## config.mk

```make
export PLATFORM = sky130hd
export DESIGN_NAME = rmq_div_pipe
export DESIGN_NICKNAME = d
export VERILOG_FILES = /design/src/rtl/rmq_div_pipe.sv
export SDC_FILE = /design/constraint.sdc
export NUM_CORES = 2
export LEC_CHECK = 0
export BUFFER_PORTS_ARGS = -buffer_cell sky130_fd_sc_hd__buf_4
export CAP_MARGIN = 20
export CORE_MARGIN = 2
export CORE_UTILIZATION = 25
export CTS_BUF_LIST = sky130_fd_sc_hd__clkbuf_8 sky130_fd_sc_hd__clkbuf_16
export DETAILED_ROUTE_END_ITERATION = 16
export RECOVER_POWER = 50
export SETUP_SLACK_MARGIN = 0.05
export SLEW_MARGIN = 20
export SYNTH_ARGS = -nofsm -noshare
export SYNTH_HDL_FRONTEND = slang
export SYNTH_SLANG_ARGS = --single-unit
```

## constraint.sdc

```tcl
create_clock -name clk -period 4.3 [get_ports clk]
set_clock_uncertainty 0.05 [all_clocks]
set_input_delay 0.86 -clock clk [delete_from_list [all_inputs] [get_ports clk]]
set_output_delay 0.86 -clock clk [all_outputs]
set_load 0.03 [all_outputs]
```

## src/rtl/rmq_div_pipe.sv

```systemverilog
module rmq_div_pipe #(
	parameter int NW = 31,
	parameter int DW = 18
) (
	input logic clk,
	input logic en,
	input logic [NW-1:0] num,
	input logic [DW-1:0] den,
	output logic [NW-1:0] quo
);

	logic [DW-1:0] rem_q [NW];
	logic [NW-1:0] quo_q [NW];
	logic [NW-1:0] num_q [NW];
	logic [DW-1:0] den_q [NW];

	for (genvar i = 0; i < NW; i++) begin : g_step
		logic [DW-1:0] rem_p;
		logic [NW-1:0] quo_p;
		logic [NW-1:0] num_p;
		logic [DW-1:0] den_p;
		logic [DW:0] cur;
		logic [DW:0] diff;
		logic ge;

		if (i == 0) begin : g_first
			assign rem_p = '0;
			assign quo_p = '0;
			assign num_p = num;
			assign den_p = den;
		end else begin : g_next
			assign rem_p = rem_q[i-1];
			assign quo_p = quo_q[i-1];
			assign num_p = num_q[i-1];
			assign den_p = den_q[i-1];
		end

		always_comb begin
			cur = {rem_p, num_p[NW-1]};
			diff = cur - {1'b0, den_p};
			ge = cur >= {1'b0, den_p};
		end

		always_ff @(posedge clk) begin
			if (en) begin
				rem_q[i] <= ge ? diff[DW-1:0] : cur[DW-1:0];
				quo_q[i] <= {quo_p[NW-2:0], ge};
				num_q[i] <= {num_p[NW-2:0], 1'b0};
				den_q[i] <= den_p;
			end
		end
	end

	assign quo = quo_q[NW-1];

endmodule

```

==> run summary <==
In this run the critical register-to-register path is launched from rem_q[0][252]. The worst setup path is captured at a flop. In this run the biggest area consumer among cell types represents 65.0% of the synthesized area.

Data arrives at the worst endpoint at 4.19 ns. Worst min-delay path class: in -> reg. Measured in cells, the most critical reg-to-reg path has a length of 10. TritonCTS built the clock tree.

The initial utilization of the core area, before any placement, comes to 25.1%. The clock network burns 26.1% of the power. The mapped netlist covers 0.0943 mm2. The synthesized design contains 2,041 register bits.

The final reports fail on capacitance limit, slew limit. The maximum cell stage delay along the critical path is 0.73 ns, and the maximum VDD drop is 0.343 mV. The average wire per cell in the routed design came out at 15.0 um.

The tools report the area of the placeable core as 0.376 mm2. The critical path crosses 10 cells after its start point. For the initial DRC count, the log shows 3,765. Setup slack on the worst reg-to-reg path comes out at 0.62 ns. Global routing used 9.37% of the available tracks.

In this run switching power makes up 32.9% of total power. The endpoint of the most critical setup path was rem_q[0][287]. The final route contains 54,100 vias.

The CTS root buffer is clkbuf_16. STA puts the critical path data required time at 4.81 ns. The logs give 0 for the total setup buffers inserted after CTS and 0.128 ns for the final hold slack. The launch point of the worst path was rem_q[0][252].

For the post-placement cell count, the log shows 11,900. Wires add up to 185 mm. edfxtp_1 takes more of the synthesized area than any other cell. The count of endpoints failing hold in the final timing report was 0. The number of sinks handled by clock tree synthesis is 2,041. The average size of a mapped cell works out to 13.7 um2.

For this run, the number of Yosys warnings is 0. In the layout the commonest cells are edfxtp_1, inv_1, ha_1. In the routed layout, each cell is associated on average with a via count of 4.38.

OpenSTA, run right after detailed placement, puts the worst setup slack at 0.692 ns. Relative slew slack: -107%. For the net switching power figure, the log shows 25.2 mW. By area the synthesized netlist is led by edfxtp_1, ha_1, mux2_2, inv_1, a21oi_1. For this run, the top clock speed supported by timing is 272 MHz.

The run gives 0 as the total setup violations reported at the end of the flow. For this run, design rule violations remaining after detail routing come to 0. The first detailed-routing pass took 6 iterations. The first global-routing pass estimated 295 mm of wire.

Synthesis produced a netlist with a net count of 7,483. In this run the static leakage power is 40.6 nW. The cell area power density is 702 mW/mm2. The clock tree synthesis step divided the H-tree into 4 levels.

The final number of max-transition violations is 447. The most frequent standard cell in the layout excluding fill and tap cells was edfxtp_1. The run gives 55,100 as the number of global-route vias before repair.

The number of cells traversed by the worst hold path was 1; the number of enable-type register cells in the synthesized netlist was 2,041. The count of unique library cells instantiated by Yosys was 100; the top-level port count was 82. After clock tree synthesis, the clock-pin slew on the worst setup and hold paths is 0.06 ns. Floorplan die area: 0.382 mm2. The fraction of registers with async set or reset after synthesis is 0%, and the die extent in x is 618 um.

At the end of routability-driven placement, the weighted congestion stood at 0.880. The worst setup path is of the reg -> reg kind. The worst setup path is launched from a flop.

Synthesis produced a netlist whose cell count is 6,861. Among all flip-flop cells after synthesis, the most frequent one is edfxtp_1. Number of buffers and inverters on the critical path: 1. The floorplan step set the die height to 618 um.

The slowest stage cell on the critical path is o32ai_2. Measured on the finished design, the core utilization comes to 29.1%. The run gives 51.4 mW as the internal cell power. Setup repair after global routing left no endpoint under its margin. The run gives 165 as the pin count of the biggest net entering global routing. The tools report the terminus of the critical flop-to-flop path as rem_q[0][287]. The area added between synthesis and finish was 15.8%.

For the initial antenna violation count, the log shows 2. In the final timing run, aggregate negative setup slack is 0 ns. For the CTS buffer count, the log shows 235. For the pin with the worst max-slew slack, the measured transition is 3.10 ns.

The share of synthesized area occupied by flip-flops and latches came out at 65.0%. Sequential cells burn 38.5% of the power. Walking the worst path, the cells encountered are ha_1 -> nor2b_1 -> o31ai_1 -> a21oi_1 -> o32ai_2 -> nand2b_1 -> nand3_1 -> buf_4 -> nand4_1 -> o21ai_0. Of the total power, combinational logic draws 35.4%.

The run finished, with violations left. The number of antenna-violating nets in the routed design was 0; the final clock period utilization by the worst path was 85.6%. Global routing finished with a remaining overflow of 0. The largest buffer count on any clock path came out at 4. The family with the most delay on the worst path is compound AO/OA/AOI/OAI gates. After the flow finishes, the layout carries non-filler instances totaling 12,400.

In this run the tool buffered the top-level ports with 81 buffer cells. In this run the core area contains 225 standard-cell rows. Across the run, the number of max-cap violations was 8. After layout, the worst setup slack is 0.618 ns. The total number of nets in the final design is 7,788. The worst path in the final design needs a cycle of 3.68 ns, including I/O delays and setup. The final HPWL from detailed placement is 129 mm. In this run the worst path has a maximum fanout of 31. The clock reaches the later pin of the worst-skew pair after 0.91 ns. The fraction of layout instances using a drive strength above 1 was 11.3%.
==> worst min-delay path by stage <==
stage	start	endpoint	slack, ns
finish	num[9]	num_q[0][9]	0.13
global route	num[9]	num_q[0][9]	0.05
CTS	num[9]	num_q[0][9]	0.001
detailed placement	num_q[0][84]	num_q[0][115]	0.35
global placement	quo_q[0][0]	quo_q[0][32]	0.35
floorplan	num_q[0][69]	num_q[0][100]	0.35
==> sequential cells by signal (all words and copies together), names as in the netlist <==
| register | flops |
|---|---|
| den_q | 540 |
| num_q | 465 |
| quo_q | 496 |
| rem_q | 540 |
==> area by class of cell <==
type,instances,area (um2)
flip-flops and latches,2041,61300
clock buffers,238,5960
repair buffers,180,1410
clock inverters,191,1830
well taps,4994,6250
multi-input cells,4046,30000
diodes,3,7.51
fillers,37600,266000
inverters,662,2480
==> power groups by stage <==
stage          Combinational [mW]  Sequential [mW]  Clock [mW]
4_1_cts                      27.1             29.5        20.9
3_3_place_gp                 26.2             29.9           0
5_1_grt                      30.2             29.9        21.6
6_report                     27.1             29.5        20.0
2_1_floorplan                21.1             28.9           0
3_5_place_dp                 26.8             29.9           0
==> per-stage QoR <==
stage	instance area, um2	total power, mW
finish	109000	76.7
global route	109000	81.7
CTS	109000	77.5
detailed placement	101000	56.8
global placement	101000	56.1
floorplan	94300	50.0
==> cells by family (layout without fill, tap and decap cells) <==
group	count (synthesis)	after routing	synth area share [%]
AO/OA/AOI/OAI	1527	1527	10.3
XOR/XNOR	383	383	3.56
adder cells (fa/ha/maj)	571	571	7.81
buffers and inverters	774	1271	3.24
flip-flops	2041	2041	65.0
multiplexers	313	313	3.77
other	0	3	0
AND/OR/NAND/NOR	1252	1252	6.32
==> metal layers <==
layer / global-route usage [%] / routed length, um
met2: 17.1 / 94200
met4: 3.72 / 7150
met3: 1.61 / 7810
met1: 10.8 / 75600
met5: 0 / 0
==> repair_timing <==
action	in CTS	in global routing
endpoints found under the hold margin	22	0
hold buffers	22	0
gates resized for setup	0	0
==> synth_stat cells, types with 124 or more instances <==
cell type  number
a21o_1        136
a21oi_1       479
edfxtp_1     2041
ha_1          542
inv_1         662
mux2_2        270
nand2_1       291
nor2_1        427
o21a_1        124
o21ai_0       351
xnor2_1       238
xor2_1        145
Power figures use the tool's default switching activity.
