==> src/rtl/rmq_sqrt_pipe.sv <==
module rmq_sqrt_pipe #(
	parameter int RW = 32,
	parameter int MW = RW / 2
) (
	input logic clk,
	input logic en,
	input logic [RW-1:0] rad,
	output logic [MW-1:0] root
);

	logic [MW+1:0] rem_q [MW];
	logic [MW-1:0] root_q [MW];
	logic [RW-1:0] rest_q [MW];

	for (genvar i = 0; i < MW; i++) begin : g_step
		logic [MW+1:0] rem_p;
		logic [MW-1:0] root_p;
		logic [RW-1:0] rest_p;
		logic [MW+1:0] cur;
		logic [MW+1:0] trial;
		logic ge;

		if (i == 0) begin : g_first
			assign rem_p = '0;
			assign root_p = '0;
			assign rest_p = rad;
		end else begin : g_next
			assign rem_p = rem_q[i-1];
			assign root_p = root_q[i-1];
			assign rest_p = rest_q[i-1];
		end

		always_comb begin
			cur = {rem_p[MW-1:0], rest_p[RW-1 -: 2]};
			trial = {root_p, 2'b01};
			ge = cur >= trial;
		end

		always_ff @(posedge clk) begin
			if (en) begin
				rem_q[i] <= ge ? cur - trial : cur;
				root_q[i] <= {root_p[MW-2:0], ge};
				rest_q[i] <= {rest_p[RW-3:0], 2'b00};
			end
		end
	end

	assign root = root_q[MW-1];

endmodule

==> config.mk <==
export PLATFORM = sky130hd
export DESIGN_NAME = rmq_sqrt_pipe
export DESIGN_NICKNAME = d
export VERILOG_FILES = /design/src/rtl/rmq_sqrt_pipe.sv
export SDC_FILE = /design/constraint.sdc
export NUM_CORES = 1
export LEC_CHECK = 0
export BUFFER_PORTS_ARGS = -buffer_cell sky130_fd_sc_hd__buf_2
export CORE_MARGIN = 3
export CORE_UTILIZATION = 35
export DETAILED_ROUTE_END_ITERATION = 12
export SLEW_MARGIN = 20
export SYNTH_ARGS = -nofsm -noshare
export SYNTH_HDL_FRONTEND = slang
export SYNTH_SLANG_ARGS = --single-unit
export TNS_END_PERCENT = 10
==> constraint.sdc <==
create_clock -name clk -period 3.2 [get_ports clk]
set_input_delay 0.32 -clock clk [delete_from_list [all_inputs] [get_ports clk]]
set_output_delay 0.32 -clock clk [all_outputs]
set_load 0.005 [all_outputs]
==> results by stage <==
Status:
- The flow ran to the end, and the final reports show no timing, DRC or antenna violations.

Yosys:
- The number of cells produced by synthesis is 2,022.
- Of the synthesized area, sequential elements account for 0.658.
- Yosys printed 0 warnings.
- The share of the synthesized area in the top cell type is 0.658.
- The count of flip-flops with a built-in enable after synthesis is 600.
- The flip-flop and latch count after synthesis is 600.
- The post-synthesis area per instance is 13.5 sq um.
- The most common flop cell mapped by yosys is edfxtp_1.
- The summed instance area of the synthesized netlist is 27,400 sq um.
- The biggest area contributor in the post-synthesis netlist is edfxtp_1.
- In the post-synthesis netlist, the biggest area contributors are edfxtp_1, ha_1, xnor2_1, inv_1, xor2_1.
- The unique cell type count in the Yosys netlist is 83.
- The share of synthesized registers carrying an async set or reset is 0.
- The number of nets produced by synthesis is 2,208.

CTS:
- The number of sinks driven by the clock tree is 600.
- The total number of H-tree levels is 3.
- The clock passes through at most 3 buffers.
- Clock tree synthesis inserted a total of 71 buffers.
- TritonCTS built the clock tree.
- The clock latency on the worst-skew pair is 0.59 ns.
- After clock tree synthesis, the repair step resized 0 gates.
- The clock-pin slew of the registers on the worst-case setup and hold paths is 0.06 ns.
- The buffer cell driving the clock tree root is clkbuf_16.
- The post-CTS setup-driven buffer insertion count is 0.

Setup path:
- The setup path with the least slack is of type reg2reg.
- Walking the worst path, the cells encountered are ha_1 -> nor2b_1 -> o21ai_0 -> a21boi_0 -> o31ai_1 -> a22oi_1 -> buf_4 -> mux2_2.
- The worst setup path is captured at a flip-flop.
- The family with the most delay on the worst path is compound AO/OA/AOI/OAI gates.
- STA classifies the critical path startpoint as a flip-flop.
- The master of the slowest instance on the critical path is o31ai_1.
- The arrival time of data at the critical path endpoint is 3.26 ns.
- The largest single stage delay on the critical path is 0.52 ns.
- In this run the worst path has a maximum fanout of 19.
- The critical path data required time is 3.53 ns.
- The number of buffers and inverters on the critical path is 1.

Placement:
- The placed cell area is 29,100 sq um.
- During placement, the flow inserted port buffers numbering 49.
- Routability-driven placement finished with a final weighted congestion of 0.855.
- After legalization and detailed placement, the total HPWL measured 32,600 um.

Floorplanning:
- The floorplan has 101 rows.
- The area of the core is 76,700 sq um.
- The initial utilization of the core area, before any placement, comes to 0.357.
- The die is 286 um wide.
- The I/O pin count is 50.
- The die height is 286 um.
- The die footprint is 81,600 sq um.

Min path:
- The path class of the tightest hold or removal check is in2reg.

Routing:
- The final route contains 15.7k vias.
- The per-cell routed wire length is 14.4 um.
- The count of TritonRoute iterations in the first routing pass is 5.
- The number of nets still failing antenna checks after routing is 0.
- The detailed-route DRC error count is 0.
- Using the TritonRoute via totals, the vias-per-cell ratio works out to 4.80.
- Summed over all layers, the routed wires come to 47,000 um.
- The initial detailed-routing violation count is 873.

Final layout:
- The fraction of final layout cells sized beyond drive strength 1 is 0.105.
- The post-route cell area is 31,600 sq um.
- From synthesis to final layout, the design area changed by 15.5%.
- Counting the fill cells in the layout gives 6,993.
- The count of nets after finishing is 2,366.
- The number of antenna diodes in the final layout is 0.

Global route:
- Global routing finished with a remaining overflow of 0.
- The initial antenna violation count is 0.
- Entering global routing, the biggest net connects 101 pins.
- The first global-routing pass estimated 78,600 um of wire.
- Across every metal layer, demand over resource in global routing totals 0.116.
- The via count of the first global-routing pass came to 16.2k.

Pwr:
- The clock group share of total power is 0.360.
- Cell internal power was estimated by the tool at 15.7 mW.
- The sequential fraction of design power is 0.486.
- The standby leakage power is 12.0 nW.
- The switching share of total power is 0.255.
- The power density normalized to cell area is 667 nW/um^2.
- The logic gate share of total power is 0.154.
- The switching power is 5.37 mW.
- The worst voltage drop across the vdd grid is 0.459 mV.

Timing:
- Setup repair after global routing left no endpoint under its margin.
- The final hold violation count is 0.
- The summed negative setup slack over all endpoints is 0 ns.
- The headroom to the max-slew limit is 0.493.
- The clock period minus final worst setup slack is 2.93 ns.
- On the final layout, the worst hold slack is 0.210 ns.
- The max-slew violation count came to 0.
- The slew at the pin closest to its max-slew limit is 0.759 ns.
- Dividing the final minimum period by the clock period gives 0.915.
- Based on the critical path, the design can be clocked at up to 342 MHz.
- Across the routed clock network, the largest skew measured is 0.0225 ns.
- Setup violations remaining at the end of the flow were counted as 0.

Flow run:
- The number of maximum-capacitance violations is 0.
routing by layer:
| layer | vias to the layer above | part of all wire | routed length, um | GRT usage |
|---|---|---|---|---|
| met5 | - | 0 | 0 | 0 |
| met3 | 81 | 0.037 | 1730 | 0.0221 |
| met4 | 0 | 0.027 | 1270 | 0.0431 |
| met2 | 283 | 0.51 | 24200 | 0.211 |
| met1 | 7501 | 0.42 | 19800 | 0.136 |
| li1 | 7793 | - | - | - |
power by group through the flow:
| stage | Combinational (mW) | Clock [mW] | Sequential, mW |
|---|---|---|---|
| after CTS | 3.26 | 7.90 | 10.3 |
| after global routing | 3.68 | 8.22 | 10.3 |
| final | 3.25 | 7.59 | 10.2 |
| after detailed placement | 3.21 | 0 | 10.4 |
| after global placement | 3.13 | 0 | 10.4 |
| after floorplan | 2.45 | 0 | 10.2 |
cells in the final DEF, fill, tap and decap left out, types with 48 or more instances in the layout:
cell,count
a21oi_1,99
buf_2,48
clkbuf_16,72
edfxtp_1,600
ha_1,152
inv_1,191
nand2_1,128
nor2_1,114
o21ai_0,105
xnor2_1,91
xor2_1,63
state kept, by name (all words and copies together) (netlist names):
register,count
root_q,136
rest_q,240
rem_q,224
worst paths after layout:
| kind | startpoint | endpoint | slack, ns | cells after the start |
|---|---|---|---|---|
| setup reg to reg | rem_q[1][18]$_DFFE_PP_ | rem_q[1][44]$_DFFE_PP_ | 0.27 | 8 |
| setup / recovery | rem_q[1][18]$_DFFE_PP_ | rem_q[1][44]$_DFFE_PP_ | 0.27 | 8 |
| hold reg to reg | rest_q[0][99]$_DFFE_PP_ | rest_q[0][131]$_DFFE_PP_ | 0.41 | 0 |
| hold / removal | en | rest_q[0][77]$_DFFE_PP_ | 0.21 | 1 |
cell usage after synthesis, drive strengths merged, types with 16 or more instances:
| cell type | n |
|---|---|
| xor2 | 63 |
| o21ai | 114 |
| ha | 152 |
| inv | 191 |
| a211oi | 16 |
| o31ai | 16 |
| nand2 | 128 |
| nor2 | 115 |
| a21o | 29 |
| edfxtp | 600 |
| mux2 | 23 |
| or3 | 20 |
| nand2b | 25 |
| nand4 | 17 |
| nor4 | 20 |
| xnor2 | 91 |
| nor2b | 24 |
| nor3 | 40 |
| buf | 17 |
| o21a | 37 |
| a21oi | 99 |
| nand3 | 32 |
worst reg2reg max path, stage by stage (launching register included):
cell and delay (ns):
edfxtp_1 0.40, ha_1 0.37, nor2b_1 0.15, o21ai_0 0.22, a21boi_0 0.21, o31ai_1 0.52, a22oi_1 0.23, buf_4 0.28
mux2_2 0.29
cells by family after synthesis:
| family | Yosys count | share of synthesized area |
|---|---|---|
| fa+ha+maj | 152 | 0.0695 |
| buf+inv | 218 | 0.0316 |
| compound gates | 383 | 0.0896 |
| xor+xnor | 154 | 0.0493 |
| flops | 600 | 0.658 |
| simple gates | 485 | 0.0897 |
| other cells | 1 | 0.000137 |
| mux | 29 | 0.0117 |
repair_timing:
action	in CTS	in global routing
endpoints found under the setup margin	0	0
hold buffers	33	0
endpoints found under the hold margin	33	0
area by class of cell:
type	instances	area (sq um)	share of cell area
Timing Repair Buffer	111	878	0.0278
Sequential cell	600	18000	0.570
Tap cell	1030	1290	0.0408
Clock inverter	45	382	0.0121
Clock buffer	81	1840	0.0581
Multi-Input combinational cell	1204	8490	0.268
Inverter	192	721	0.0228
per-stage QoR:
step / utilization / cells / setup WS (ns) / power [mW]
4_1_cts: 0.412 / 3263 / 0.278 / 21.4
3_3_place_gp: 0.379 / 3104 / 0.403 / 13.5
2_1_floorplan: - / 2022 / 0.702 / 12.7
5_1_grt: 0.412 / 3263 / 0.110 / 22.2
3_5_place_dp: 0.379 / 3104 / 0.304 / 13.6
6_report: 0.412 / 3263 / 0.272 / 21.1
(Power assumes the default switching activity.)
